==> src/design/cchu_pkg.sv <==
// Types, constants and the CRC-16/CCITT-FALSE byte update for the command frame handler.
`timescale 1ns / 1ps

package cchu_pkg;

	// Frame and response layout
	localparam logic [7:0] CMD_SET_TARGET = 8'h20;
	localparam logic [7:0] CMD_SOURCE     = 8'h80;
	localparam logic [7:0] ARG_LAUNCH     = 8'hAA;
	localparam logic [7:0] ARG_SHUTDOWN   = 8'hBB;
	localparam logic [7:0] RSP_HEADER     = 8'h80;
	localparam logic [7:0] STATUS_RUNNING = 8'hAA;
	localparam logic [7:0] STATUS_STOPPED = 8'hBB;
	localparam int         MIN_FRAME      = 4;

	// CRC-16/CCITT-FALSE
	localparam logic [15:0] CRC_POLY = 16'h1021;
	localparam logic [15:0] CRC_INIT = 16'hFFFF;

	// Configuration registers
	localparam int          CFG_IDX_W       = 1;
	localparam logic [7:0]  TARGET_MIN_RST  = 8'd10;
	localparam logic [7:0]  TARGET_MAX_RST  = 8'd220;

	typedef enum logic [CFG_IDX_W-1:0] {
		REG_TARGET_MIN = 1'b0,
		REG_TARGET_MAX = 1'b1
	} cfg_reg_t;

	// Response byte positions
	localparam logic [2:0] POS_HEADER = 3'd0;
	localparam logic [2:0] POS_STATUS = 3'd1;
	localparam logic [2:0] POS_VOLT_H = 3'd2;
	localparam logic [2:0] POS_VOLT_L = 3'd3;
	localparam logic [2:0] POS_CURR_H = 3'd4;
	localparam logic [2:0] POS_CURR_L = 3'd5;
	localparam logic [2:0] POS_CRC_L  = 3'd6;
	localparam logic [2:0] POS_CRC_H  = 3'd7;

	// Job queue between front and back
	localparam int QDEPTH = 2;

	typedef struct packed {
		logic               opcode;
		logic [7:0]         rx_data;
		logic signed [15:0] volt_hundredths;
		logic signed [15:0] curr_hundredths;
		logic               source_running;
	} item_t;

	typedef struct packed {
		logic [7:0] tx_data;
		logic       last_byte;
		logic       watchdog_clear;
		logic       target_write;
		logic [7:0] target_value;
		logic       launch;
		logic       shutdown;
	} result_t;

	// One accepted frame, ready to be answered
	typedef struct packed {
		logic [7:0]  status;
		logic [15:0] volt;
		logic [15:0] curr;
		logic        target_write;
		logic [7:0]  target_value;
		logic        launch;
		logic        shutdown;
	} job_t;

	// Queue status seen by the front
	typedef struct packed {
		logic full;
		logic empty;
	} q_status_t;

	function automatic logic [15:0] crc_update(input logic [15:0] crc, input logic [7:0] b);
		logic [15:0] c;
		c = crc ^ {b, 8'h00};
		for (int i = 0; i < 8; i++) begin
			if (c[15]) begin
				c = {c[14:0], 1'b0} ^ CRC_POLY;
			end else begin
				c = {c[14:0], 1'b0};
			end
		end
		return c;
	endfunction

endpackage

==> src/design/cchu_front.sv <==
// Front part: frame assembly, CRC check and command decode into a job.
`timescale 1ns / 1ps

module cchu_front import cchu_pkg::*; #(
	parameter int RX_CAPACITY = 20
) (
	input  logic                 clk,
	input  logic                 arst_n,
	input  logic                 accept,
	input  item_t                item,
	input  logic                 cfg_we,
	input  logic [CFG_IDX_W-1:0] cfg_idx,
	input  logic [7:0]           cfg_data,
	output logic                 job_push,
	output job_t                 job
);

	localparam int CNT_W = $clog2(RX_CAPACITY + 1);

	logic [CNT_W-1:0] count_q;
	logic [15:0]      crc_q;
	logic [7:0]       command_q;
	logic [7:0]       argument_q;
	logic [7:0]       target_min_q;
	logic [7:0]       target_max_q;

	logic store;
	logic frame_ok;
	logic launch, shutdown;

	assign store    = accept && !item.opcode && (count_q < CNT_W'(RX_CAPACITY));
	assign frame_ok = (count_q >= CNT_W'(MIN_FRAME)) && (crc_q == 16'h0000);

	// Configuration registers
	always_ff @(posedge clk or negedge arst_n) begin
		if (!arst_n) begin
			target_min_q <= TARGET_MIN_RST;
			target_max_q <= TARGET_MAX_RST;
		end else if (cfg_we) begin
			case (cfg_reg_t'(cfg_idx))
				REG_TARGET_MIN: target_min_q <= cfg_data;
				REG_TARGET_MAX: target_max_q <= cfg_data;
				default: ;
			endcase
		end
	end

	// Frame count, running CRC and the first two bytes
	always_ff @(posedge clk or negedge arst_n) begin
		if (!arst_n) begin
			count_q    <= '0;
			crc_q      <= CRC_INIT;
			command_q  <= '0;
			argument_q <= '0;
		end else if (accept && item.opcode) begin
			count_q <= '0;
			crc_q   <= CRC_INIT;
		end else if (store) begin
			if (count_q == '0) begin
				command_q <= item.rx_data;
			end
			if (count_q == CNT_W'(1)) begin
				argument_q <= item.rx_data;
			end
			crc_q   <= crc_update(crc_q, item.rx_data);
			count_q <= count_q + CNT_W'(1);
		end
	end

	// Command decode; max clamp is checked first
	always_comb begin
		job.target_write = (command_q == CMD_SET_TARGET);
		if (!job.target_write) begin
			job.target_value = 8'h00;
		end else if (argument_q > target_max_q) begin
			job.target_value = target_max_q;
		end else if (argument_q < target_min_q) begin
			job.target_value = target_min_q;
		end else begin
			job.target_value = argument_q;
		end
		launch   = (command_q == CMD_SOURCE) && (argument_q == ARG_LAUNCH);
		shutdown = (command_q == CMD_SOURCE) && (argument_q == ARG_SHUTDOWN);
		job.launch   = launch;
		job.shutdown = shutdown;
		if (launch) begin
			job.status = STATUS_RUNNING;
		end else if (shutdown) begin
			job.status = STATUS_STOPPED;
		end else begin
			job.status = item.source_running ? STATUS_RUNNING : STATUS_STOPPED;
		end
		job.volt = item.volt_hundredths;
		job.curr = item.curr_hundredths;
	end

	assign job_push = accept && item.opcode && frame_ok;

endmodule

==> src/design/cchu_queue.sv <==
// Short job queue between the front and the back.
`timescale 1ns / 1ps

module cchu_queue import cchu_pkg::*; (
	input  logic      clk,
	input  logic      arst_n,
	input  logic      wr_en,
	input  job_t      wr_job,
	input  logic      rd_en,
	output job_t      rd_job,
	output q_status_t status
);

	localparam int PTR_W = $clog2(QDEPTH);
	localparam int CNT_W = $clog2(QDEPTH + 1);

	job_t             mem [QDEPTH];
	logic [PTR_W-1:0] wr_ptr_q, rd_ptr_q;
	logic [CNT_W-1:0] count_q;

	logic do_wr, do_rd;

	assign status.full  = (count_q == CNT_W'(QDEPTH));
	assign status.empty = (count_q == '0);
	assign do_wr = wr_en && !status.full;
	assign do_rd = rd_en && !status.empty;

	// Storage
	always_ff @(posedge clk) begin
		if (do_wr) begin
			mem[wr_ptr_q] <= wr_job;
		end
	end

	assign rd_job = mem[rd_ptr_q];

	// Pointers and fill level
	always_ff @(posedge clk or negedge arst_n) begin
		if (!arst_n) begin
			wr_ptr_q <= '0;
			rd_ptr_q <= '0;
			count_q  <= '0;
		end else begin
			if (do_wr) begin
				wr_ptr_q <= (wr_ptr_q == PTR_W'(QDEPTH - 1)) ? '0 : wr_ptr_q + PTR_W'(1);
			end
			if (do_rd) begin
				rd_ptr_q <= (rd_ptr_q == PTR_W'(QDEPTH - 1)) ? '0 : rd_ptr_q + PTR_W'(1);
			end
			count_q <= count_q + CNT_W'(do_wr) - CNT_W'(do_rd);
		end
	end

endmodule

==> src/design/cchu_back.sv <==
// Back part: serializes one job into the eight-byte response with its CRC.
`timescale 1ns / 1ps

module cchu_back import cchu_pkg::*; (
	input  logic    clk,
	input  logic    arst_n,
	input  logic    job_valid,
	input  job_t    job,
	output logic    job_pop,
	input  logic    pop,
	output logic    empty,
	output result_t result
);

	logic [2:0]  idx_q;
	logic [15:0] crc_q;
	logic        out_valid_q;
	result_t     out_q;

	logic        load;
	logic [7:0]  byte_sel;
	logic [15:0] crc_in;
	logic        first;

	assign load    = job_valid && (!out_valid_q || pop);
	assign job_pop = load && (idx_q == POS_CRC_H);
	assign first   = (idx_q == POS_HEADER);
	assign crc_in  = first ? CRC_INIT : crc_q;

	// Byte for the current position
	always_comb begin
		case (idx_q)
			POS_HEADER: byte_sel = RSP_HEADER;
			POS_STATUS: byte_sel = job.status;
			POS_VOLT_H: byte_sel = job.volt[15:8];
			POS_VOLT_L: byte_sel = job.volt[7:0];
			POS_CURR_H: byte_sel = job.curr[15:8];
			POS_CURR_L: byte_sel = job.curr[7:0];
			POS_CRC_L:  byte_sel = crc_q[7:0];
			POS_CRC_H:  byte_sel = crc_q[15:8];
			default:    byte_sel = 8'h00;
		endcase
	end

	// Position counter, response CRC and output valid
	always_ff @(posedge clk or negedge arst_n) begin
		if (!arst_n) begin
			idx_q       <= POS_HEADER;
			crc_q       <= CRC_INIT;
			out_valid_q <= 1'b0;
		end else begin
			if (load) begin
				idx_q <= idx_q + 3'd1;
				if (idx_q < POS_CRC_L) begin
					crc_q <= crc_update(crc_in, byte_sel);
				end
			end
			if (load) begin
				out_valid_q <= 1'b1;
			end else if (pop) begin
				out_valid_q <= 1'b0;
			end
		end
	end

	// Output beat register
	always_ff @(posedge clk) begin
		if (load) begin
			out_q.tx_data        <= byte_sel;
			out_q.last_byte      <= (idx_q == POS_CRC_H);
			out_q.watchdog_clear <= first;
			out_q.target_write   <= first && job.target_write;
			out_q.target_value   <= first ? job.target_value : 8'h00;
			out_q.launch         <= first && job.launch;
			out_q.shutdown       <= first && job.shutdown;
		end
	end

	assign empty  = !out_valid_q;
	assign result = out_q;

endmodule

==> src/design/crc_command_frame_handler_unit.sv <==
// Top level of the CRC-checked command frame handler.
// A good frame's job is queued at its idle beat, then leaves through the back's output register.
// Throughput: one input beat per cycle while full is low; a response streams eight beats
// at one per cycle while pop is held, paced by the back part's output register and the pop side.
// full rises only when the two-entry job queue holds two unanswered frames.
// Reset (arst_n low, asynchronous): frame cleared, CRC 0xFFFF, clamps 10/220, queue and output empty.
`timescale 1ns / 1ps

module crc_command_frame_handler_unit import cchu_pkg::*; #(
	parameter int RX_CAPACITY = 20
) (
	input  logic                 clk,
	input  logic                 arst_n,
	input  logic                 push,
	output logic                 full,
	input  item_t                item,
	output logic                 empty,
	input  logic                 pop,
	output result_t              result,
	input  logic                 cfg_we,
	input  logic [CFG_IDX_W-1:0] cfg_idx,
	input  logic [7:0]           cfg_data
);

	logic      accept;
	logic      job_push, job_pop;
	job_t      job_in, job_out;
	q_status_t q_status;

	assign full   = q_status.full;
	assign accept = push && !q_status.full;

	cchu_front #(
		.RX_CAPACITY(RX_CAPACITY)
	) u_front (
		.clk      (clk),
		.arst_n   (arst_n),
		.accept   (accept),
		.item     (item),
		.cfg_we   (cfg_we),
		.cfg_idx  (cfg_idx),
		.cfg_data (cfg_data),
		.job_push (job_push),
		.job      (job_in)
	);

	cchu_queue u_queue (
		.clk    (clk),
		.arst_n (arst_n),
		.wr_en  (job_push),
		.wr_job (job_in),
		.rd_en  (job_pop),
		.rd_job (job_out),
		.status (q_status)
	);

	cchu_back u_back (
		.clk       (clk),
		.arst_n    (arst_n),
		.job_valid (!q_status.empty),
		.job       (job_out),
		.job_pop   (job_pop),
		.pop       (pop),
		.empty     (empty),
		.result    (result)
	);

endmodule

==> config.mk <==
export PLATFORM = sky130hd
export DESIGN_NAME = crc_command_frame_handler_unit
export DESIGN_NICKNAME = d
export VERILOG_FILES = /design/src/design/cchu_pkg.sv /design/src/design/cchu_front.sv /design/src/design/cchu_queue.sv /design/src/design/cchu_back.sv /design/src/design/crc_command_frame_handler_unit.sv
export SDC_FILE = /design/constraint.sdc
export NUM_CORES = 1
export LEC_CHECK = 0
export ABC_AREA = 1
export ABC_CLOCK_PERIOD_IN_PS = 7200
export CORE_MARGIN = 1
export CORE_UTILIZATION = 65
export CTS_BUF_LIST = sky130_fd_sc_hd__clkbuf_8
export DETAILED_ROUTE_END_ITERATION = 10
export DONT_BUFFER_PORTS = 1
export HOLD_SLACK_MARGIN = 0.12
export PLACE_DENSITY = 0.81
export SLEW_MARGIN = 20
export SYNTH_ARGS = -nofsm -noshare
export SYNTH_HDL_FRONTEND = slang
export SYNTH_SLANG_ARGS = --single-unit
==> constraint.sdc <==
create_clock -name clk -period 7.2 [get_ports clk]
set_input_delay 0.36 -clock clk [delete_from_list [all_inputs] [get_ports clk]]
set_output_delay 0.36 -clock clk [all_outputs]
set_load 0.01 [all_outputs]
==> summary.md <==
| Metric | Value |
|---|---|
| Internal Power | 2.35 mW |
| Hold Violations, Final | 0 |
| Relative slew slack | 39.4% |
| Clock power share | 16.2% |
| Final WL | 19.4 mm |
| CP peak stage delay | between 600 and 700 ps |
| Post-synth EDFFs | 109 |
| Clock-pin slew on the worst setup and hold paths | 90 ps |
| Remaining DRCs | 0 |
| Initial core utilization | 66.9% |
| Sw Ratio | 43.2% |
| Syn nets | 1021 |
| H-tree levels | 4 |
| Final period utilization | 41.7% |
| Worst Tran Pin Value | 907 ps |
| Worst path slowest cell | a21oi_4 |
| CP endpoint kind | flip-flop |
| Seq pwr share | 41.2% |
| Syn Area/Cell | 9.44 um2 |
| CP dominant cell by count | inv_1 |
| IR Drop Worst-Case VDD | 0.220 mV |
| PortBufs | 0 |
| TritonCTS clock tree | yes |
| Ant. Diodes | 0 |
| Cells resized by post-CTS repair | 0 |
| Crit-path leading delay family | compound AO/OA/AOI/OAI gates |
| Sequential area share after synthesis | 59.2% |
| NetSw | 1.79 mW |
| DP Worst Slack | 4260 ps |
| Comb pwr share | 42.6% |
| Crit path buffers/inverters | 3 |
| Worst setup SP type | flip-flop |
| YS warnings | 0 |
| WL/cell | 16.4 um |
| Tot GR Track Use | 28.7% |
| Dpl cells | 1097 |
| Tmin final | 3000 ps |
| Clock Path Buffers | 2 |
| Min setup slack post-route | 4200 ps |
| Top_reg_cell synth | edfxtp_1 |
| Synth async-reset ratio | 41.4% |
| # Post-CTS Setup Buffers | 0 |
| Achievable Freq | between 0.3 and 0.4 GHz |
| RSZ-0062 raised after global routing | no |
| Die height | 119 um |
| Via/cell ratio | 5.53 |
| Largest net degree at the start of global routing | 78 |
| CTS sink count | 186 |
| Max-cap violation count | 0 |
| CORE AREA | ~13000 um2 |
| Clock latency at the later pin of the worst-skew pair | 480 ps |
| Post-Synthesis Cell Area | approximately 8900 um2 |
| Arrival @ worst endpoint | around 3400 ps |
| Most frequent cells in the layout | 245 x nand2_1, 126 x inv_1, 109 x edfxtp_1, 81 x o21ai_0, 77 x nor2_1 |
| WP data required | about 7600 ps |
| Pwr Total | 4.14 mW |
| Die area | 14100 um2 |
| Share of layout cells above drive strength 1 | 9.55% |
| Clock skew | 12.7 ps |
| First-pass iteration count of the detailed router | 9 |
| DRT iter0 DRCs | 517 |
| Global route total overflow | 0 |
| Layout area overhead | 12.2% |
| Routed vias | around 6500 |
| Crit Path Max Fanout | 25 |
| Setup violators final | 0 |
| CTS root buffer | clkbuf_8 |
| CTS Buf Count | 17 |
| Chip width | 119 um |
| Nets@finish | approximately 1100 |
| Fin util | between 70% and 80% |
| Min-delay worst type | in2reg |
| Final TNS setup | 0 ps |
| Total power per unit cell area | approximately 420 nW/um2 |
| Cell breakdown of the critical path | inv_1 > nor2_1 > a21oi_4 > inv_1 > a21oi_2 > inv_1 > o21ai_0 > nand2_1 > nand2_1 |
| Io pins | 79 |
| Synthesis-stage register bit count | 186 |
| Std cell rows | 42 |
| Antenna violations before repair | 0 |
| Status | finished, final reports clean |
| Synthesized instance count | 939 |
| LEAKAGE | approximately 4.4 nW |
| Fin cells | 1181 |
| Global-route wire length before repair | 30.6 mm |
| Vias in the first global route | ~6400 |
| Unique masters post-synth | 38 |
| Routability Congestion | 0.924 |
| Dpl hpwl | 12.7 mm |
| Crit Path Class | reg2reg |
| Fill cells | 920 |
| Slew Limit Fails | 0 |
| Most common cell after layout, fill and taps aside | nand2_1 |
| Post-DRT Antenna Nets | 0 |
## synthesized netlist by cell type (4+ instances only)
cell        n  share of area, %
buf_4       4              0.34
a21oi_1    33               1.9
o22ai_1     8              0.56
xor2_1     17               1.7
xnor2_1    15               1.5
nor2_1     79               3.3
inv_1     125               5.3
inv_2       7              0.30
edfxtp_1  109                37
nor4_1      4              0.28
dfstp_2    39                12
dfrtp_1    38                11
ha_1       26               3.7
nand2_1   245                10
o211ai_1    5              0.42
clkbuf_1   14              0.59
nand3_1    43               2.4
o21ai_1     7              0.40
nand4_1     9              0.64
o21ai_0    82               4.6
buf_2       4              0.23
## flip-flops by register name (all words and copies together), names as in the netlist
register,count
u_back.crc_q,16
u_back.idx_q,3
u_back.out_valid_q,1
u_back.result,21
u_front.argument_q,8
u_front.command_q,8
u_front.count_q,5
u_front.crc_q,16
u_front.target_max_q,8
u_front.target_min_q,8
u_queue.count_q,2
u_queue.mem,88
u_queue.rd_ptr_q,1
u_queue.wr_ptr_q,1
## repair_timing
action                                 4_1_cts  5_1_grt
hold buffers                                52        0
endpoints found under the hold margin      181        0
setup endpoints to repair                    0        0
## final timing paths
path	from	end	slack [ps]	cells after the start
setup / recovery	u_back.out_valid_q	u_back.crc_q[6]	4200	9
hold / removal	item[37]	u_front.crc_q[4]	160	2
setup reg to reg	u_back.out_valid_q	u_back.crc_q[6]	4200	9
hold reg to reg	u_front.target_min_q[5]	u_front.target_min_q[5]	490	2
max in group asynchronous	arst_n	u_front.target_max_q[2]	6360	2
min in group asynchronous	arst_n	u_back.idx_q[0]	480	2
## routing by layer
layer / up-vias / GRT usage (%) / routed length (um)
li1: 3168 / - / -
met1: 3102 / 34.6 / 7890
met2: 220 / 49.0 / 9810
met3: 45 / 5.50 / 1000
met4: 0 / 14.6 / 643
met5: - / 0 / 0
## per-stage QoR
stage | hold WS [ps] | instance area, um2
3_3_place_gp | 67.9 | 9020
2_1_floorplan | 64.4 | 8860
6_report | 165 | 9940
5_1_grt | 173 | 9940
4_1_cts | 135 | 9940
3_5_place_dp | 67.4 | 9020
## worst register-to-register path, cell delays in order, from the launching register on
cell and delay, ps:
dfrtp_1 370, inv_1 120, nor2_1 90, a21oi_4 690
inv_1 240, a21oi_2 510, inv_1 490, o21ai_0 300
nand2_1 90, nand2_1 60
## power by group through the flow
stage                     Sequential, mW  Combinational (mW)  Clock (mW)
after floorplan                     1.65                1.36           0
after global placement              1.71                1.63           0
after detailed placement            1.72                1.69           0
after CTS                           1.70                1.74       0.678
after global routing                1.73                2.00       0.720
final                               1.70                1.76       0.672
## cells by family after synthesis
kind of cell / count (synthesis) / synth area share (%)
flip-flops: 186 / 59.2
adder cells (fa/ha/maj): 26 / 3.67
AND/OR/NAND/NOR: 397 / 18.4
XOR/XNOR: 32 / 3.16
AO/OA/AOI/OAI: 144 / 8.81
buffers and inverters: 154 / 6.75
## cell type report
| class | count | area, um2 | share of cell area, % |
|---|---|---|---|
| multi-input cells | 599 | 3030 | 30.5 |
| clock buffers | 17 | 234 | 2.35 |
| well taps | 176 | 220 | 2.22 |
| clock inverters | 15 | 143 | 1.44 |
| inverters | 132 | 495 | 4.99 |
| flip-flops and latches | 186 | 5250 | 52.8 |
| repair buffers | 56 | 568 | 5.72 |
Note: power is estimated with default switching activity, not from simulation.
